$ cat src/rtl/core/wss_pkg.sv
// Package for the wildcard signature scan core.
// Holds the request and response payload types, the scan configuration type and the
// register index constants. It depends on nothing else.
package wss_pkg;

   localparam int ADDR_W      = 32;
   localparam int BYTE_W      = 8;
   localparam int LEN_W       = 6;
   localparam int SIG_WORD_W  = 64;
   localparam int SIG_WORDS   = 4;
   localparam int CSR_INDEX_W = 3;
   localparam int CSR_DATA_W  = 64;

   localparam logic [BYTE_W-1:0] WILDCARD_BYTE = 8'hff;

   localparam logic [CSR_INDEX_W-1:0] CSR_BASE_ADDRESS = 3'd0;
   localparam logic [CSR_INDEX_W-1:0] CSR_SIG_LENGTH   = 3'd1;
   localparam logic [CSR_INDEX_W-1:0] CSR_SIG_WORD_0   = 3'd2;
   localparam logic [CSR_INDEX_W-1:0] CSR_SIG_WORD_1   = 3'd3;
   localparam logic [CSR_INDEX_W-1:0] CSR_SIG_WORD_2   = 3'd4;
   localparam logic [CSR_INDEX_W-1:0] CSR_SIG_WORD_3   = 3'd5;

   typedef struct packed {
      logic [BYTE_W-1:0] mem_byte;
      logic              last_byte;
   } req_type;

   typedef struct packed {
      logic              found;
      logic [ADDR_W-1:0] match_address;
   } rsp_type;

   typedef struct packed {
      logic [ADDR_W-1:0] base_address;
      logic [LEN_W-1:0]  sig_length;
   } scan_cfg_type;

endpackage

$ cat src/rtl/core/wss_csr.sv
// Configuration registers of the wildcard signature scan core.
// Holds base address, signature length and signature words, and clamps the length.
// Depends on wss_pkg.
module wss_csr #(
   parameter int MAX_SIG_BYTES = 32
) (
   input  logic                                   clock,
   input  logic                                   reset,
   input  logic                                   csr_write,
   input  logic [wss_pkg::CSR_INDEX_W-1:0]        csr_index,
   input  logic [wss_pkg::CSR_DATA_W-1:0]         csr_wdata,
   output wss_pkg::scan_cfg_type                  cfg,
   output logic [MAX_SIG_BYTES*wss_pkg::BYTE_W-1:0] sig_bytes
);

   localparam logic [wss_pkg::LEN_W-1:0] LEN_MAX = wss_pkg::LEN_W'(MAX_SIG_BYTES);

   logic [wss_pkg::ADDR_W-1:0] base_ff, base_in;
   logic [wss_pkg::LEN_W-1:0]  len_ff, len_in;
   logic [wss_pkg::SIG_WORDS-1:0][wss_pkg::SIG_WORD_W-1:0] sig_words_ff, sig_words_in;
   logic [wss_pkg::SIG_WORDS*wss_pkg::SIG_WORD_W-1:0]      sig_flat;
   logic [1:0] word_sel;

   assign word_sel = 2'(csr_index - wss_pkg::CSR_SIG_WORD_0);

   always_comb begin
      base_in      = base_ff;
      len_in       = len_ff;
      sig_words_in = sig_words_ff;
      if (csr_write) begin
         case (csr_index)
            wss_pkg::CSR_BASE_ADDRESS: base_in = csr_wdata[wss_pkg::ADDR_W-1:0];
            wss_pkg::CSR_SIG_LENGTH:   len_in  = csr_wdata[wss_pkg::LEN_W-1:0];
            wss_pkg::CSR_SIG_WORD_0,
            wss_pkg::CSR_SIG_WORD_1,
            wss_pkg::CSR_SIG_WORD_2,
            wss_pkg::CSR_SIG_WORD_3:   sig_words_in[word_sel] = csr_wdata;
            default: ;
         endcase
      end
   end

   always_ff @(posedge clock) begin
      if (reset) begin
         base_ff      <= '0;
         len_ff       <= wss_pkg::LEN_W'(1);
         sig_words_ff <= '0;
      end else begin
         base_ff      <= base_in;
         len_ff       <= len_in;
         sig_words_ff <= sig_words_in;
      end
   end

   assign cfg.base_address = base_ff;
   assign cfg.sig_length   = (len_ff > LEN_MAX) ? LEN_MAX : len_ff;
   assign sig_flat         = sig_words_ff;
   assign sig_bytes        = sig_flat[MAX_SIG_BYTES*wss_pkg::BYTE_W-1:0];

endmodule

$ cat src/rtl/core/wss_match.sv
// Per-position byte compare of the wildcard signature scan core.
// Builds the match mask of one byte against all signature bytes in use and the tail select.
// Depends on wss_pkg.
module wss_match #(
   parameter int MAX_SIG_BYTES = 32
) (
   input  logic [wss_pkg::BYTE_W-1:0]               mem_byte,
   input  logic [MAX_SIG_BYTES*wss_pkg::BYTE_W-1:0] sig_bytes,
   input  logic [wss_pkg::LEN_W-1:0]                sig_length,
   output logic [MAX_SIG_BYTES-1:0]                 match_mask,
   output logic [MAX_SIG_BYTES-1:0]                 tail_sel
);

   always_comb begin
      for (int k = 0; k < MAX_SIG_BYTES; k++) begin
         match_mask[k] = ((sig_bytes[k*wss_pkg::BYTE_W +: wss_pkg::BYTE_W]
                           == wss_pkg::WILDCARD_BYTE)
                          || (sig_bytes[k*wss_pkg::BYTE_W +: wss_pkg::BYTE_W] == mem_byte))
                         && (wss_pkg::LEN_W'(k) < sig_length);
         tail_sel[k]   = (sig_length == wss_pkg::LEN_W'(k + 1));
      end
   end

endmodule

$ cat src/rtl/core/wss_scan.sv
// Scan state and response register of the wildcard signature scan core.
// Updates the partial match vector, byte offset and found flag and forms the response.
// Depends on wss_pkg.
module wss_scan #(
   parameter int MAX_SIG_BYTES = 32
) (
   input  logic                     clock,
   input  logic                     reset,
   input  logic                     stage_valid,
   input  wss_pkg::req_type         stage_req,
   input  wss_pkg::scan_cfg_type    cfg,
   input  logic [MAX_SIG_BYTES-1:0] match_mask,
   input  logic [MAX_SIG_BYTES-1:0] tail_sel,
   input  logic                     rsp_stall,
   output logic                     advance,
   output logic                     rsp_valid,
   output wss_pkg::rsp_type         rsp_data
);

   logic [MAX_SIG_BYTES-1:0]   pvec_ff, pvec_in, pvec_shift;
   logic [wss_pkg::ADDR_W-1:0] offset_ff, offset_in;
   logic                       found_ff, found_in;
   logic                       rsp_valid_ff, rsp_valid_in;
   wss_pkg::rsp_type           rsp_ff, rsp_in;
   logic                       step;
   logic                       len_zero;
   logic                       hit;
   logic [wss_pkg::ADDR_W-1:0] hit_address;

   assign advance    = !rsp_valid_ff || !rsp_stall;
   assign step       = stage_valid && advance;
   assign len_zero   = (cfg.sig_length == '0);
   assign pvec_shift = ((pvec_ff << 1) | MAX_SIG_BYTES'(1)) & match_mask;
   assign hit        = len_zero || (|(pvec_shift & tail_sel));
   assign hit_address = cfg.base_address + offset_ff - wss_pkg::ADDR_W'(cfg.sig_length)
                        + (len_zero ? wss_pkg::ADDR_W'(0) : wss_pkg::ADDR_W'(1));

   always_comb begin
      pvec_in      = pvec_ff;
      offset_in    = offset_ff;
      found_in     = found_ff;
      rsp_valid_in = advance ? 1'b0 : rsp_valid_ff;
      rsp_in       = rsp_ff;
      if (step) begin
         if (!found_ff) begin
            if (!len_zero) begin
               pvec_in = pvec_shift;
            end
            if (hit) begin
               found_in             = 1'b1;
               rsp_valid_in         = 1'b1;
               rsp_in.found         = 1'b1;
               rsp_in.match_address = hit_address;
            end else if (stage_req.last_byte) begin
               rsp_valid_in = 1'b1;
               rsp_in       = '0;
            end
         end
         offset_in = offset_ff + wss_pkg::ADDR_W'(1);
         if (stage_req.last_byte) begin
            pvec_in   = '0;
            offset_in = '0;
            found_in  = 1'b0;
         end
      end
   end

   always_ff @(posedge clock) begin
      if (reset) begin
         pvec_ff      <= '0;
         offset_ff    <= '0;
         found_ff     <= 1'b0;
         rsp_valid_ff <= 1'b0;
      end else begin
         pvec_ff      <= pvec_in;
         offset_ff    <= offset_in;
         found_ff     <= found_in;
         rsp_valid_ff <= rsp_valid_in;
      end
      rsp_ff <= rsp_in;
   end

   assign rsp_valid = rsp_valid_ff;
   assign rsp_data  = rsp_ff;

   a_clear_after_last: assert property (@(posedge clock) disable iff (reset)
      $past(step && stage_req.last_byte) |-> (offset_ff == '0) && (pvec_ff == '0) && !found_ff)
      else $error("scan state not cleared after the last byte of a range");

   a_not_found_zero: assert property (@(posedge clock) disable iff (reset)
      rsp_valid_ff && !rsp_ff.found |-> (rsp_ff.match_address == '0))
      else $error("not-found response carries a nonzero address");

   a_found_reports: assert property (@(posedge clock) disable iff (reset)
      $rose(found_ff) |-> rsp_valid_ff && rsp_ff.found)
      else $error("match recorded without a found response");

   a_silent_after_found: assert property (@(posedge clock) disable iff (reset)
      found_ff && step && !stage_req.last_byte |=> !rsp_valid_ff)
      else $error("response produced after a match in the same range");

endmodule

$ cat src/rtl/core/wildcard_signature_scan_core.sv
// Wildcard signature scan core: one request carries one byte of a memory range, so
// a byte is accepted every cycle while the response side keeps up. A request is held
// in the input register and its response, if any, is registered in the response
// register; the per-byte update of the partial match vector sets this rate.
// Registers may be written at any time the core is idle, and no clearing pass
// follows reset.
module wildcard_signature_scan_core #(
   parameter int MAX_SIG_BYTES = 32
) (
   input  logic                            clock,
   input  logic                            reset,
   input  logic                            req_valid,
   output logic                            req_stall,
   input  wss_pkg::req_type                req_data,
   output logic                            rsp_valid,
   input  logic                            rsp_stall,
   output wss_pkg::rsp_type                rsp_data,
   input  logic                            csr_write,
   input  logic [wss_pkg::CSR_INDEX_W-1:0] csr_index,
   input  logic [wss_pkg::CSR_DATA_W-1:0]  csr_wdata
);

   logic                                     stage_valid_ff, stage_valid_in;
   wss_pkg::req_type                         stage_req_ff, stage_req_in;
   logic                                     advance;
   logic                                     req_accept;
   wss_pkg::scan_cfg_type                    cfg;
   logic [MAX_SIG_BYTES*wss_pkg::BYTE_W-1:0] sig_bytes;
   logic [MAX_SIG_BYTES-1:0]                 match_mask;
   logic [MAX_SIG_BYTES-1:0]                 tail_sel;

   assign req_stall  = stage_valid_ff && !advance;
   assign req_accept = req_valid && !req_stall;

   always_comb begin
      stage_valid_in = stage_valid_ff;
      stage_req_in   = stage_req_ff;
      if (req_accept) begin
         stage_valid_in = 1'b1;
         stage_req_in   = req_data;
      end else if (advance) begin
         stage_valid_in = 1'b0;
      end
   end

   always_ff @(posedge clock) begin
      if (reset) begin
         stage_valid_ff <= 1'b0;
      end else begin
         stage_valid_ff <= stage_valid_in;
      end
      stage_req_ff <= stage_req_in;
   end

   wss_csr #(.MAX_SIG_BYTES(MAX_SIG_BYTES)) u_csr (
      .clock     (clock),
      .reset     (reset),
      .csr_write (csr_write),
      .csr_index (csr_index),
      .csr_wdata (csr_wdata),
      .cfg       (cfg),
      .sig_bytes (sig_bytes)
   );

   wss_match #(.MAX_SIG_BYTES(MAX_SIG_BYTES)) u_match (
      .mem_byte   (stage_req_ff.mem_byte),
      .sig_bytes  (sig_bytes),
      .sig_length (cfg.sig_length),
      .match_mask (match_mask),
      .tail_sel   (tail_sel)
   );

   wss_scan #(.MAX_SIG_BYTES(MAX_SIG_BYTES)) u_scan (
      .clock       (clock),
      .reset       (reset),
      .stage_valid (stage_valid_ff),
      .stage_req   (stage_req_ff),
      .cfg         (cfg),
      .match_mask  (match_mask),
      .tail_sel    (tail_sel),
      .rsp_stall   (rsp_stall),
      .advance     (advance),
      .rsp_valid   (rsp_valid),
      .rsp_data    (rsp_data)
   );

endmodule
$ cat config.mk
export PLATFORM = sky130hd
export DESIGN_NAME = wildcard_signature_scan_core
export DESIGN_NICKNAME = d
export VERILOG_FILES = /design/src/rtl/core/wss_pkg.sv /design/src/rtl/core/wss_csr.sv /design/src/rtl/core/wss_match.sv /design/src/rtl/core/wss_scan.sv /design/src/rtl/core/wildcard_signature_scan_core.sv
export SDC_FILE = /design/constraint.sdc
export NUM_CORES = 1
export LEC_CHECK = 0
export ABC_AREA = 0
export BUFFER_PORTS_ARGS = -buffer_cell sky130_fd_sc_hd__buf_2
export CORE_MARGIN = 2
export CORE_UTILIZATION = 62
export DETAILED_ROUTE_END_ITERATION = 10
export PLACE_DENSITY = 0.81
export REMOVE_ABC_BUFFERS = 1
export SYNTH_ARGS = -nofsm -noshare
export SYNTH_HDL_FRONTEND = slang
export SYNTH_SLANG_ARGS = --single-unit
$ cat constraint.sdc
create_clock -name clock -period 6 [get_ports clock]
set_input_delay 0.3 -clock clock [delete_from_list [all_inputs] [get_ports clock]]
set_output_delay 0.3 -clock clock [all_outputs]
set_load 0.005 [all_outputs]
==> results of run 1 <==
[cells by family (layout without fill, tap and decap cells)]
group,Yosys count,after routing
xor+xnor,311,311
flops,402,402
buf+inv,290,368
mux,5,5
compound gates,503,503
simple gates,1070,1070
fa+ha+maj,63,63
[registers in the layout, indices dropped and copies added, names as in the netlist]
signal	cells
stage_req_ff	9
stage_valid_ff	1
u_csr.base_ff	32
u_csr.len_ff	6
u_csr.sig_bytes	256
u_scan.found_ff	1
u_scan.offset_ff	32
u_scan.pvec_ff	31
u_scan.rsp_data	33
u_scan.rsp_valid	1
[per-layer routing]
metal	part of all wire, %	wire length [um]
met5	0	0
met4	3.4	2000
met3	7.8	4570
met2	49	28400
met1	40	23300
[power breakdown]
group	internal, mW	switching [mW]	leakage, nW
registers	2.77	0.0554	3.32
clock network	1.53	1.11	0.700
logic	0.247	0.427	4.71
total	4.55	1.59	8.73
[Yosys cell counts (all sizes together), types with 6 or more instances]
cell | n | share of area, %
nor2b | 14 | 0.42
a21o | 9 | 0.32
fa | 6 | 0.57
xor2 | 208 | 8.8
nor4 | 65 | 2.0
xnor2 | 103 | 4.3
clkbuf | 110 | 2.0
inv | 134 | 2.4
and2 | 6 | 0.18
buf | 45 | 2.4
nand3 | 22 | 0.55
a21oi | 379 | 9.0
nand4 | 83 | 2.5
or3 | 7 | 0.21
o22ai | 7 | 0.21
dfxtp | 360 | 34
nand2 | 635 | 11
o21a | 6 | 0.21
nor4b | 6 | 0.25
nor3 | 36 | 0.86
a31oi | 10 | 0.30
and3 | 11 | 0.33
nor2 | 153 | 2.8
nand2b | 12 | 0.36
o21ai | 43 | 1.0
edfxtp | 42 | 6.0
ha | 57 | 3.4
[area by class of cell]
type	count	area (um^2)	area share, %
clock buffers	68	1330	5.78
flip-flops and latches	402	8470	36.7
inverters	135	507	2.20
multi-input cells	1952	11200	48.5
clock inverters	11	80.1	0.347
well taps	448	561	2.43
repair buffers	154	928	4.02
[worst max-delay path, cell delays in order (launching register included)]
cell and delay, ps:
dfxtp_1 300, buf_4 190, nor2_1 250, nand2_1 210
nor3_1 520, fa_1 350, inv_1 80, fa_1 410
a21oi_1 230, nor2_1 90, or3_1 460, a31oi_1 320
nor2b_1 230, a21oi_1 110, a31oi_1 150, a21oi_1 60
a2111oi_0 460
[final timing paths]
path                              startpoint  cells past startpoint  slack (ps)                                end
min reg2reg  u_scan.pvec_ff[10]$_SDFFE_PP0P_                      2         450    u_scan.pvec_ff[10]$_SDFFE_PP0P_
max             u_csr.len_ff[3]$_SDFFE_PP0P_                     16        1310  u_scan.rsp_data[24]$_SDFFCE_PN0P_
min                            csr_wdata[62]                      3          30   u_csr.sig_bytes[62]$_SDFFE_PP0P_
max reg2reg     u_csr.len_ff[3]$_SDFFE_PP0P_                     16        1310  u_scan.rsp_data[24]$_SDFFCE_PN0P_
[what timing repair did]
item                                   in CTS  in global routing
endpoints found under the hold margin      10                  0
setup endpoints to repair                   0                  0
hold buffers                               10                  0
==> metrics.csv, run 1 <==
stage,metric,value,unit
run_status,outcome,finished clean,
detailed_routing,drc,0,
floorplanning,die_h,188,um
layout,finalNetCount,2832,
worst_setup_path,setup.worst_path.class,register to register,
cts,cts.clk_slew.worst_paths,60,ps
sta,worst_pin_slew,1180,ps
grt,grt.met2_usage,56.7,%
cts,h-tree-depth,2,
sta,clock_skew,17.8,ps
sta,holdWs,26.1,ps
layout,drive_above_1_share,8.78,%
layout,fillers,2664,
sta,fin_crit,4690,ps
yosys,synth_area,21000,um^2
run,max-cap-violations,0,
placed_design,dp.cells,3081,
grt,grt_most_used_layer,met2,
layout,post-route-util,69.0,%
cts,numCtsBuffers,43,
yosys,synth_compound_area_share,13.1,%
sta,rsz0062_at_grt,false,
yosys,synth_edf_count,42,
pwr,irDropWorstVdd,203,uV
worst_setup_path,crit_path_end_kind,register,
yosys,synthAdderAreaFrac,3.96,%
placed_design,gp_routability_congestion,0.991,
worst_setup_path,cp.required,6290,ps
detailed_routing,ant_nets,0,
floorplanning,die_w,188,um
placed_design,placed_area,21600,um^2
sta,fmax,213,MHz
hold_path,min_path_type,input pin to register,
yosys,yosysSeqAreaShare,40.3,%
detailed_routing,post_drt_wl_per_cell,18.4,um
floorplanning,start_util,62.8,%
floorplanning,coreArea,33400,um^2
detailed_routing,num_vias,18762,
grt,grt_pass1_wl,92.8,mm
yosys,synth_top_family_by_area,simple AND/OR/NAND/NOR gates,
layout,diodes,0,
grt,grt_util_all_layers,32.3,%
layout,stdcell_count,3170,
detailed_routing,via_per_inst,5.92,
sta,slew_headroom,21.3,%
yosys,ys_ff_latch,402,
yosys,async_flop_share,0,%
layout,layout_commonest_cell,nand2_1,
worst_setup_path,cp_max_fo,18,
cts,clockBufferDepth,3,
layout,fin_area,23100,um^2
cts,cts_sinks,402,
grt,grt_max_degree,214,
layout,layout_common_cells,"635 x nand2_1, 378 x a21oi_1, 360 x dfxtp_1",
cts,cts_tree,built,
detailed_routing,firstDrtPassIters,5,
yosys,muxShareOfSynthArea,0.238,%
grt,grt_pass1_vias,18061,
placed_design,post-place-ws,1450,ps
sta,fin_crit_sh,78.1,%
floorplanning,die_area,35400,um^2
grt,grt_remaining_overflow,0,
pwr,power.total,6.14,mW
worst_setup_path,worstPathArrival,4980,ps
grt,grt.met3_usage,4.51,%
yosys,ys_types,76,
detailed_routing,drt-total-wl,58.3,mm
layout,syn_to_final_growth,9.75,%
pwr,power_leakage,8.73,nW
placed_design,post-dp-hpwl,38.8,mm
cts,cts_setup_buffers,0,
cts,clock_latency,560,ps
detailed_routing,drtIter0Drc,1626,
cts,cts_resized,0,
yosys,synth_warnings,0,
sta,tns,0,ps
sta,setup_viol,0,
yosys,avgSynthCellArea,7.95,um^2
yosys,synthCells,2644,
yosys,synth_ff_type,dfxtp_1,
worst_setup_path,cp-start-kind,register,
yosys,synth-xor-area-share,13.1,%
pwr,p_per_area,266,nW/um^2
grt,antenna_found_initial,0,
sta,worst_slack,1310,ps
grt,grt_util_met1,40.1,%
placed_design,io_buffers,115,
cts,clockRootBuffer,clkbuf_16,
yosys,synthSimpleGateAreaFrac,22.6,%
sta,slew_violations,0,
sta,timing_hold_violations_final,0,
floorplanning,row_count,67,
floorplanning,io_pins,116,
No activity file was read; power rests on OpenSTA's default activity.
==> run 2, diff against run 1 <==
Settings changed: CORE_UTILIZATION 62 to 56, PLACE_DENSITY 0.81 to 0.77.
Clock period 6 ns to 3.85 ns, I/O delays scaled along.
==> run 2 against run 1 <==
Compared with the run above: combinational power is 77% higher; count of clock-buffer cells in the layout up 1; worst setup slack got worse by 1100 ps; register-to-register slack got worse by 1100 ps.
==> metrics.csv, run 2 (synthesis gave the netlist of run 1 again) <==
stage,metric,value,unit
detailed_routing,wl_met2,29.4,mm
detailed_routing,post_drt_wl_per_cell,18.4,um
layout,layout_common_cells,"635 x nand2_1, 377 x a21oi_1, 358 x dfxtp_1",
pwr,power.switching,2.53,mW
layout,largest_register_ffs,256,
detailed_routing,drt-total-wl,60.6,mm
run_status,outcome,finished clean,
pwr,combPwrFrac,12.2,%
cts,cts_sinks,402,
sta,clock_skew,23.0,ps
sta,timing_hold_violations_final,0,
sta,holdWs,106,ps
worst_setup_path,crit_path_end_kind,register,
floorplanning,io_pins,116,
grt,antenna_found_initial,1,
worst_setup_path,setup.worst_path.class,register to register,
detailed_routing,wl_met1,24.5,mm
floorplanning,die_h,198,um
sta,slew_headroom,26.6,%
worst_setup_path,slowest_stage,fa_1,
cts,cts.clk_slew.worst_paths,60,ps
worst_setup_path,cp_max_fo,4,
pwr,power.total,9.70,mW
cts,clock_latency,590,ps
floorplanning,start_util,57.1,%
floorplanning,row_count,70,
detailed_routing,drtIter0Drc,1389,
cts,numCtsBuffers,44,
detailed_routing,via_per_inst,5.76,
grt,grt_max_degree,144,
run,max-cap-violations,0,
layout,drive_above_1_share,9.93,%
detailed_routing,top_layer,met4,
sta,fin_crit,3690,ps
grt,grt_pass1_wl,95.9,mm
layout,layout_commonest_cell,nand2_1,
placed_design,dp.cells,3132,
pwr,power_leakage,9.18,nW
placed_design,io_buffers,115,
pwr,power.internal,7.17,mW
floorplanning,coreArea,36800,um^2
pwr,irDropWorstVdd,328,uV
layout,stdcell_count,3289,
cts,clockRootBuffer,clkbuf_16,
grt,grt_remaining_overflow,0,
detailed_routing,firstDrtPassIters,6,
worst_setup_path,crit_path_cell_trace,"nor2b_2, inv_1, fa_1, fa_1, a21oi_2, nor2_1, or3_4, a31oi_2, nor2b_1, a21oi_1, a31oi_1, a21oi_1, a2111oi_1",
worst_setup_path,cp-start-kind,register,
sta,fmax,271,MHz
sta,slew_violations,0,
layout,syn_to_final_growth,14.9,%
sta,setup_viol,0,
layout,finalNetCount,2930,
sta,tns,0,ps
detailed_routing,num_vias,18941,
detailed_routing,ant_nets,0,
hold_path,min_path_type,input pin to register,
grt,grt_util_all_layers,31.0,%
grt,grt_pass1_vias,18646,
pwr,p_per_area,402,nW/um^2
cts,h-tree-depth,2,
sta,worst_pin_slew,1100,ps
placed_design,post-dp-hpwl,40.2,mm
worst_setup_path,slowest_delay,500,ps
detailed_routing,dr_wl_met3,4.27,mm
pwr,pwr-share-seq,45.2,%
worst_setup_path,cp.required,4200,ps
floorplanning,die_w,198,um
sta,fin_crit_sh,95.8,%
pwr,clkPwrFrac,42.6,%
worst_setup_path,worstPathArrival,4040,ps
pwr,p_sw_share,26.1,%
cts,clockBufferDepth,3,
floorplanning,die_area,39100,um^2
detailed_routing,drc,0,
placed_design,gp_routability_congestion,0.964,
cts,cts_tree,built,
run 2: changes by cell type in the layout (fill, tap and decap cells not counted), sizes merged:
cell,before,now
buf,144,176
inv,136,135
clkbuf,68,69
diode,0,1
bufinv,0,1
dlygate4sd3,10,75
run 2: worst paths after layout:
check,start,end,slack [ps],depth (start not counted)
worst max-delay path,u_csr.len_ff[1]$_SDFFE_PP0P_,u_scan.rsp_data[24]$_SDFFCE_PN0P_,160,13
worst min-delay path,reset,u_csr.sig_bytes[226]$_SDFFE_PP0P_,110,2
worst max register to register,u_csr.len_ff[1]$_SDFFE_PP0P_,u_scan.rsp_data[24]$_SDFFCE_PN0P_,160,13
worst min register to register,u_scan.pvec_ff[14]$_SDFFE_PP0P_,u_scan.pvec_ff[14]$_SDFFE_PP0P_,450,2
run 2: final cells by class:
class                      instances  area [um^2]
tap                              468          586
clock inverter                    11          121
sequential                       402         8470
timing repair buffer             251         1910
clock buffer                      69         1290
fill                            3120        12600
multi-input combinational       1952        11300
antenna                            1         2.50
inverter                         135          507
run 2: critical path: cells and delay by family (launching register included):
family | cells | cell delay [ps]
AO/OA/AOI/OAI | 6 | 1120
AND/OR/NAND/NOR | 4 | 910
adder cells (fa/ha/maj) | 2 | 990
buffers and inverters | 1 | 60
flip-flops | 1 | 370
run 2: power by group through the flow:
stage,clock [mW],combinational [mW],sequential (mW)
5_1_grt,4.35,1.29,4.39
6_report,4.13,1.19,4.39
4_1_cts,4.18,1.14,4.38
3_5_place_dp,0,1.08,4.48
2_1_floorplan,0,0.600,4.51
3_3_place_gp,0,1.05,4.47
run 2: per-layer routing:
metal  vias up  GRT usage, %
li1       9138             -
met1      8900          37.9
met2       742          53.6
met3       161          5.13
met4         0          14.1
met5         -             0
run 2: stage by stage:
step | utilization (%) | instance area, um^2 | setup slack (ps)
finish | 65.7 | 24200 | 163
global route | 65.7 | 24200 | -55.4
CTS | 65.4 | 24100 | 7.82
detailed placement | 59.5 | 21900 | -112
global placement | 59.5 | 21900 | 66.2
floorplan | - | 20100 | -1780
run 2: what timing repair did:
item,4_1_cts,5_1_grt
hold endpoints to repair,301,0
hold buffers,75,0
setup buffers,0,1
gates resized for setup,4,17
endpoints found under the setup margin,2,9
pin swaps,0,2
==> run 3, diff against run 2 <==
Settings changed: CORE_UTILIZATION 56 to 62, PLACE_DENSITY 0.77 to 0.81, RECOVER_POWER from default to 25.
Clock period 3.85 ns to 3.75 ns, I/O delays scaled along.
==> run 3 against run 2 <==
Compared with the run above: fmax barely moved; register-to-register slack got worse by 100 ps; the flow now finishes with violations (max-capacitance violations, max-slew violations); clock skew fell by 6.7 ps; via count rose by 2.1%; worst setup slack got worse by 100 ps; design area is 0.81% lower.
==> metrics.csv, run 3 (synthesis gave the netlist of run 1 again) <==
stage,metric,value,unit
layout,drive_above_1_share,9.11,%
worst_setup_path,cp-start-kind,register,
sta,setup_viol,0,
pwr,power_leakage,9.08,nW
sta,holdWs,277,ps
worst_setup_path,slowest_delay,490,ps
floorplanning,io_pins,116,
sta,fin_crit,3690,ps
floorplanning,die_area,35400,um^2
placed_design,placed_area,21900,um^2
placed_design,gp_routability_congestion,0.948,
run,max-cap-violations,6,
cts,numCtsBuffers,43,
worst_setup_path,path_delay_family,compound AO/OA/AOI/OAI gates,
worst_setup_path,worstPathArrival,3970,ps
grt,grt_util_all_layers,33.5,%
layout,layout_common_cells,"635 x nand2_1, 377 x a21oi_1, 359 x dfxtp_1",
hold_path,min_path_type,input pin to register,
grt,grt_max_degree,188,
layout,syn_to_final_growth,14.0,%
run_status,violations,"max-capacitance violations, max-slew violations",
worst_setup_path,slowest_stage,fa_1,
worst_setup_path,cp_max_fo,4,
worst_setup_path,worst-path-buf-inv,1,
pwr,p_per_area,408,nW/um^2
placed_design,dp.cells,3109,
grt,grt_pass1_vias,18872,
hold_path,min-delay-start,csr_index[2],
layout,fin_area,24000,um^2
worst_setup_path,setup.worst_path.class,register to register,
layout,fillers,2535,
detailed_routing,drtIter0Drc,1776,
worst_setup_path,crit_path_start,u_csr.len_ff[1]$_SDFFE_PP0P_,
cts,cts_tree,built,
detailed_routing,firstDrtPassIters,6,
grt,antenna_found_initial,1,
worst_setup_path,cp.required,4030,ps
layout,finalNetCount,2925,
detailed_routing,drt-total-wl,60.7,mm
sta,slew_violations,532,
worst_setup_path,worst_path_most_repeated_cell,fa_1,
detailed_routing,ant_nets,0,
cts,cts_setup_buffers,0,
grt,grt_pass1_wl,95.9,mm
floorplanning,start_util,62.8,%
detailed_routing,drc,0,
sta,slew_headroom,-121,%
cts,clock_latency,550,ps
grt,grt_remaining_overflow,0,
cts,h-tree-depth,2,
placed_design,io_buffers,115,
sta,fmax,271,MHz
cts,cts_sinks,402,
sta,timing_hold_violations_final,0,
layout,stdcell_count,3259,
sta,worst_pin_slew,3310,ps
cts,clockBufferDepth,3,
floorplanning,die_h,188,um
detailed_routing,num_vias,19330,
sta,tns,0,ps
run_status,outcome,"finished, violations left",
detailed_routing,via_per_inst,5.93,
floorplanning,die_w,188,um
sta,clock_skew,16.4,ps
cts,clockRootBuffer,clkbuf_16,
pwr,irDropWorstVdd,310,uV
worst_setup_path,rr_startpoint,u_csr.len_ff[1]$_SDFFE_PP0P_,
detailed_routing,post_drt_wl_per_cell,18.6,um
floorplanning,row_count,67,
floorplanning,coreArea,33400,um^2
worst_setup_path,crit_path_end_kind,register,
sta,fin_crit_sh,98.3,%
worst_setup_path,crit_path_cell_trace,"nor2b_2, inv_1, fa_1, fa_1, a21oi_2, nor2_1, or3_4, a31oi_2, o31a_1, o21ai_1, a21o_1, a2111oi_2, nor4_1",
cts,cts.clk_slew.worst_paths,60,ps
layout,layout_commonest_cell,nand2_1,
placed_design,post-dp-hpwl,39.1,mm
layout,largest_register_ffs,256,
## run 3: worst paths after layout
path,endpoint,slack (ps),cells after the start
worst min-delay path,u_csr.sig_bytes[230]$_SDFFE_PP0P_,280,5
worst max-delay path,u_scan.rsp_data[30]$_SDFFCE_PN0P_,60,13
worst min register to register,u_scan.pvec_ff[14]$_SDFFE_PP0P_,450,2
worst max register to register,u_scan.rsp_data[30]$_SDFFCE_PN0P_,60,13
## run 3: report_power, final
| part | internal (mW) | switching [mW] |
|---|---|---|
| logic | 0.483 | 0.745 |
| registers | 4.43 | 0.0732 |
| clock network | 2.34 | 1.71 |
| total | 7.25 | 2.53 |
## run 3: worst min-delay path: cells and delay by family
| kind | cells | cell delay (ps) |
|---|---|---|
| buffers and inverters | 1 | 120 |
| AO/OA/AOI/OAI | 1 | 50 |
| AND/OR/NAND/NOR | 3 | 410 |
## run 3: through the flow
step                      util (%)  power (mW)  setup slack [ps]
after global routing          71.6        10.1             -15.0
final                         71.6        9.79              63.3
after floorplan                  -        5.25             -1880
after CTS                     71.7        9.77              55.2
after global placement        65.4        5.67              13.2
after detailed placement      65.4        5.70             -71.4
## run 3: cell type report
type	instances	area (um^2)	area share, %
diodes	1	2.50	0.0104
clock buffers	60	1220	5.10
clock inverters	14	108	0.449
inverters	135	507	2.11
multi-input cells	1952	11200	46.9
flip-flops and latches	402	8470	35.3
well taps	448	561	2.34
repair buffers	247	1850	7.74
## run 3: layer usage
metal	up-vias	wire length (um)	GRT usage, %
met3	228	4670	4.85
met4	0	2800	16.1
met2	920	29600	59.1
li1	9116	-	-
met1	9066	23700	40.0
met5	-	0	0
## run 3: timing repair
action                                  in CTS  in global routing
endpoints found under the setup margin       2                  9
hold buffers                                75                  0
endpoints found under the hold margin      297                  0
resized for setup                            5                 11
